`src/rtl/tmrd_pkg.sv`:
```
package tmrd_pkg;

   localparam logic [1:0] STATUS_OK       = 2'd0;
   localparam logic [1:0] STATUS_FIRST    = 2'd1;
   localparam logic [1:0] STATUS_INACTIVE = 2'd2;
   localparam logic [1:0] STATUS_ZERO     = 2'd3;

   localparam logic [23:0] MAX24 = 24'hFF_FFFF;

   typedef struct packed {
      logic [1:0]  group_index;
      logic [7:0]  cell_index;
      logic [23:0] flux_sample;
      logic [15:0] generation;
   } req_type;

   typedef struct packed {
      logic [1:0]  out_group;
      logic [7:0]  out_cell;
      logic [23:0] mean_flux;
      logic [23:0] relative_deviation;
      logic [1:0]  status;
   } rsp_type;

   typedef struct packed {
      logic        valid;
      logic        active;
      logic [15:0] n;
      logic [1:0]  group_index;
      logic [7:0]  cell_index;
      logic [39:0] sum;
      logic [63:0] square_sum;
   } acc_out_type;

endpackage

```
`src/rtl/tmrd_sqrt_pipe.sv`:
```
module tmrd_sqrt_pipe import tmrd_pkg::*; #(
   parameter int XW = 64,
   parameter int TW = 1
) (
   input  logic            clock,
   input  logic            reset,
   input  logic            valid_in,
   input  logic [XW-1:0]   radicand,
   input  logic [TW-1:0]   tag_in,
   output logic            valid_out,
   output logic [XW/2-1:0] root,
   output logic [TW-1:0]   tag_out
);

   localparam int RW = XW / 2;

   logic [RW:0]   rem_ff  [RW];
   logic [RW-1:0] root_ff [RW];
   logic [XW-1:0] x_ff    [RW];
   logic [TW-1:0] tag_ff  [RW];
   logic          valid_ff [RW];

   logic [RW:0]   rem_in  [RW];
   logic [RW-1:0] root_in [RW];

   logic [RW:0]   rem_src  [RW];
   logic [RW-1:0] root_src [RW];
   logic [XW-1:0] x_src    [RW];
   logic [TW-1:0] tag_src  [RW];
   logic          valid_src [RW];

   for (genvar k = 0; k < RW; k++) begin : g_src
      if (k == 0) begin : g_first
         assign rem_src[k]   = '0;
         assign root_src[k]  = '0;
         assign x_src[k]     = radicand;
         assign tag_src[k]   = tag_in;
         assign valid_src[k] = valid_in;
      end else begin : g_next
         assign rem_src[k]   = rem_ff[k-1];
         assign root_src[k]  = root_ff[k-1];
         assign x_src[k]     = x_ff[k-1];
         assign tag_src[k]   = tag_ff[k-1];
         assign valid_src[k] = valid_ff[k-1];
      end
   end

   always_comb begin
      logic [RW+2:0] trial;
      logic [RW+2:0] sub;
      logic          take;
      for (int k = 0; k < RW; k++) begin
         trial = {rem_src[k], x_src[k][XW-1:XW-2]};
         sub   = {1'b0, root_src[k], 2'b01};
         take  = trial >= sub;
         rem_in[k]  = take ? (RW+1)'(trial - sub) : trial[RW:0];
         root_in[k] = {root_src[k][RW-2:0], take};
      end
   end

   always_ff @(posedge clock) begin
      for (int k = 0; k < RW; k++) begin
         rem_ff[k]  <= rem_in[k];
         root_ff[k] <= root_in[k];
         x_ff[k]    <= {x_src[k][XW-3:0], 2'b00};
         tag_ff[k]  <= tag_src[k];
      end
   end

   always_ff @(posedge clock) begin
      if (reset) begin
         for (int k = 0; k < RW; k++) valid_ff[k] <= 1'b0;
      end else begin
         for (int k = 0; k < RW; k++) valid_ff[k] <= valid_src[k];
      end
   end

   assign valid_out = valid_ff[RW-1];
   assign root      = root_ff[RW-1];
   assign tag_out   = tag_ff[RW-1];

endmodule

```
`config.mk`:
```
export PLATFORM = sky130hd
export DESIGN_NAME = tmrd_sqrt_pipe
export DESIGN_NICKNAME = d
export VERILOG_FILES = /design/src/rtl/tmrd_pkg.sv /design/src/rtl/tmrd_sqrt_pipe.sv
export SDC_FILE = /design/constraint.sdc
export NUM_CORES = 2
export LEC_CHECK = 0
export ABC_AREA = 0
export CAP_MARGIN = 15
export CORE_ASPECT_RATIO = 1.25
export CORE_MARGIN = 2
export CORE_UTILIZATION = 65
export CTS_BUF_LIST = sky130_fd_sc_hd__clkbuf_8
export CTS_CLUSTER_SIZE = 20
export DETAILED_ROUTE_END_ITERATION = 10
export DONT_BUFFER_PORTS = 1
export PLACE_DENSITY = 0.87
export RECOVER_POWER = 50
export SLEW_MARGIN = 15
export SYNTH_ARGS = -nofsm -noshare
export SYNTH_HDL_FRONTEND = slang
export SYNTH_MEMORY_MAX_BITS = 65536
export SYNTH_SLANG_ARGS = --single-unit
export TNS_END_PERCENT = 10
```
`constraint.sdc`:
```
create_clock -name clock -period 10.18 [get_ports clock]
set_clock_uncertainty 0.15 [all_clocks]
set_input_delay 2.036 -clock clock [delete_from_list [all_inputs] [get_ports clock]]
set_output_delay 2.036 -clock clock [all_outputs]
set_load 0.02 [all_outputs]
```
==> metrics.txt <==
arrival time worst endpoint 5.32 ns; critical-path cell list inv_1 > ha_1 > or3_1 > o22ai_1 > o221ai_1 > a211oi_1 > o41ai_1 > a221o_1 > a21o_1 > a211oi_4 > buf_4 > mux2_2; Crit path depth 12; CP Launch Type flop; post-layout minimum cycle time 4.499 ns; layout cells sized above 1 7.832%; final core occ 71.96%; hold crit path type reg2reg; most frequent cells in the layout dfxtp_1 (2559), inv_1 (815), nor2_1 (594); Post-Synthesis Net Count roughly 9600; WL/cell 17.80 um; Post-Syn Area per Cell 10.28 um2; P_leak between 40 and 50 nW; TNS Setup 0 ns; Total Wirelength 201300 um; IR drop worst, VDD 0.2582 mV; DP Cell Count approximately 11000; FF+latch count, synth between 2000 and 3000; max cap viols 0; Setup Buffers After CTS 0; Synth warnings 0; Detailed Route Iter0 Violations 3406; Skew-Pair Late Insertion Delay 1.08 ns; Rows 154; vias in the first global route approximately 66000; synthesized area 92320 um2; Netlist cell types between 80 and 90; Worst path max stage delay 0.49 ns; CP Launch Point root_ff[1][386]$_DFF_P_; Die Wd about 340 um; Worst R2R Setup Slack 5.68 ns; commonest non-fill, non-tap cell in the layout dfxtp_1; Final Slew Violations 0; DP HPWL 146300 um; number of synthesized flops with an enable pin 0; gr usage total 27.46%; Slew headroom 22.40%; core area 141000 um2; die area about 150000 um2; clock root cell clkbuf_8; Pwr Density 248.0 nW/um2; fin area 101500 um2; reg2reg end rem_ff[1][433]$_DFF_P_; WP buf/inv 2; DRT antenna net count 0; Hold Crit Endpoint x_ff[1][178]$_DFF_P_; Crit path max-delay family compound AO/OA/AOI/OAI gates; final net count roughly 10000; Hold WS around 0.13 ns; Gate Count Post-Synth 8978; largest net degree at the start of global routing slightly below 60; CTS max path bufs 4; die span in y approximately 430 um; vias 63520; CTS tree built; fillers 9494; Port Buffer Count 0; synthesis-to-layout area growth 9.939%; Clock transition at path regs around 0.07 ns; Least-Margin Pin Slew 1.161 ns; critical path endpoint category flop; H-tree depth 5; status completed; Fin. Hold Viols 0; beginning of the worst hold path x_ff[1][114]$_DFF_P_; first-pass GRT wire length 321800 um; Initial Util approximately two thirds; Max FO, Critical Path 52; Max Freq 222.3 MHz; top-level port count 102; critical path class reg2reg; WHS Path Cells 0; hold_buf cts 0; # setup viols final 0; CP max stage cell a211oi_1; grt ovf 0; DRT Pass-1 Iters 6; Req. time, crit path 11.00 ns; Final Non-Filler Cells 11313; setup repair after global routing missed its margin false; Cell Area, Placed 94060 um2; R2R cell count 12; Post-synth top flop dfxtp_1; Placer Congestion between 0.9 and 1; async set-reset flop share out of synthesis 0%; TritonCTS Sinks 2559; Vias/cell approximately 5.6; Post-CTS Resized 0; Critical R2R Launch root_ff[1][386]$_DFF_P_; cts bufs inserted 369; DRC 0; initial antenna violation count 7; sequential share of the synthesized area 55.49%; fin crit share 44.20%
routing by layer:
| layer | wire [um] | track usage, % |
|---|---|---|
| met1 | 69420 | 25.61 |
| met2 | 108800 | 53.30 |
| met3 | 8515 | 4.823 |
| met4 | 14610 | 19.41 |
| met5 | 13 | 0 |
sequential cells by signal (all words and copies together) (netlist names):
name      cells
tag_ff       32
valid_ff     32
root_ff     528
rem_ff      975
x_ff        992
through the flow:
step	power, W	setup slack [ns]
3_5_place_dp	0.01718	5.818
2_1_floorplan	0.01588	6.637
3_3_place_gp	0.01697	5.841
5_1_grt	0.02638	5.372
4_1_cts	0.02529	5.812
6_report	0.02517	5.681
Yosys cell counts (53+ instances only):
master,number,area share (%)
xnor2_1,395,3.7
mux2_2,95,1.2
nor2b_1,115,0.78
a21o_1,234,1.9
nand3_1,130,0.70
a21oi_1,586,3.2
ha_1,561,7.6
nor3_1,226,1.2
clkbuf_1,133,0.54
dfxtp_1,2559,55
or3_1,75,0.51
nand2_1,543,2.2
o21a_1,101,0.82
or4_1,54,0.44
o21ai_0,407,2.2
xor2_1,401,3.8
nor2_1,594,2.4
nand2b_1,121,0.82
o31ai_1,67,0.54
nor4_1,105,0.71
or2_2,53,0.36
inv_1,717,2.9
nand4_1,68,0.46
worst register-to-register path: stages, from the launching register on:
cell and delay, ns:
dfxtp_1 0.34, inv_1 0.05, ha_1 0.23, or3_1 0.37, o22ai_1 0.37, o221ai_1 0.30, a211oi_1 0.49, o41ai_1 0.22
a221o_1 0.33, a21o_1 0.24, a211oi_4 0.40, buf_4 0.48, mux2_2 0.43
cells by family (layout without fill, tap and decap cells):
group,after synthesis,after routing,share of synthesized area (%)
DFF,2559,2559,55.49
and+or+nand+nor,2283,2283,12.30
AOI/OAI and AO/OA,1763,1763,11.90
buffers and inverters,905,1363,3.831
xor gates and xnor gates,796,796,7.551
adders and majority gates,561,561,7.603
muxes,110,110,1.323
other,1,6,0.004062
final cells by class:
type                       instances  area [um2]  area share [%]
multi-input combinational       5514       37650           37.10
clock inverter                   170        1140           1.123
antenna                            5       12.51         0.01233
tap                             1872        2342           2.308
clock buffer                     455        6262           6.170
timing repair buffer              19       162.7          0.1603
sequential                      2559       51230           50.47
inverter                         719        2699           2.659
how the worst max path moves through the flow:
stage                        endpoint  slack, ns
4_1_cts        rem_ff[1][433]$_DFF_P_       5.81
5_1_grt        rem_ff[1][433]$_DFF_P_       5.37
3_5_place_dp   rem_ff[1][433]$_DFF_P_       5.82
6_report       rem_ff[1][433]$_DFF_P_       5.68
3_3_place_gp   rem_ff[1][433]$_DFF_P_       5.84
2_1_floorplan  rem_ff[1][311]$_DFF_P_       6.64
power breakdown:
group,internal [W],switching [W],total [W]
clock network,0.00440,0.00368,0.00808
logic,0.00186,0.00233,0.00419
registers,0.0116,0.00126,0.0129
total,0.0179,0.00727,0.0252
Note: power is estimated with default switching activity, not from simulation.
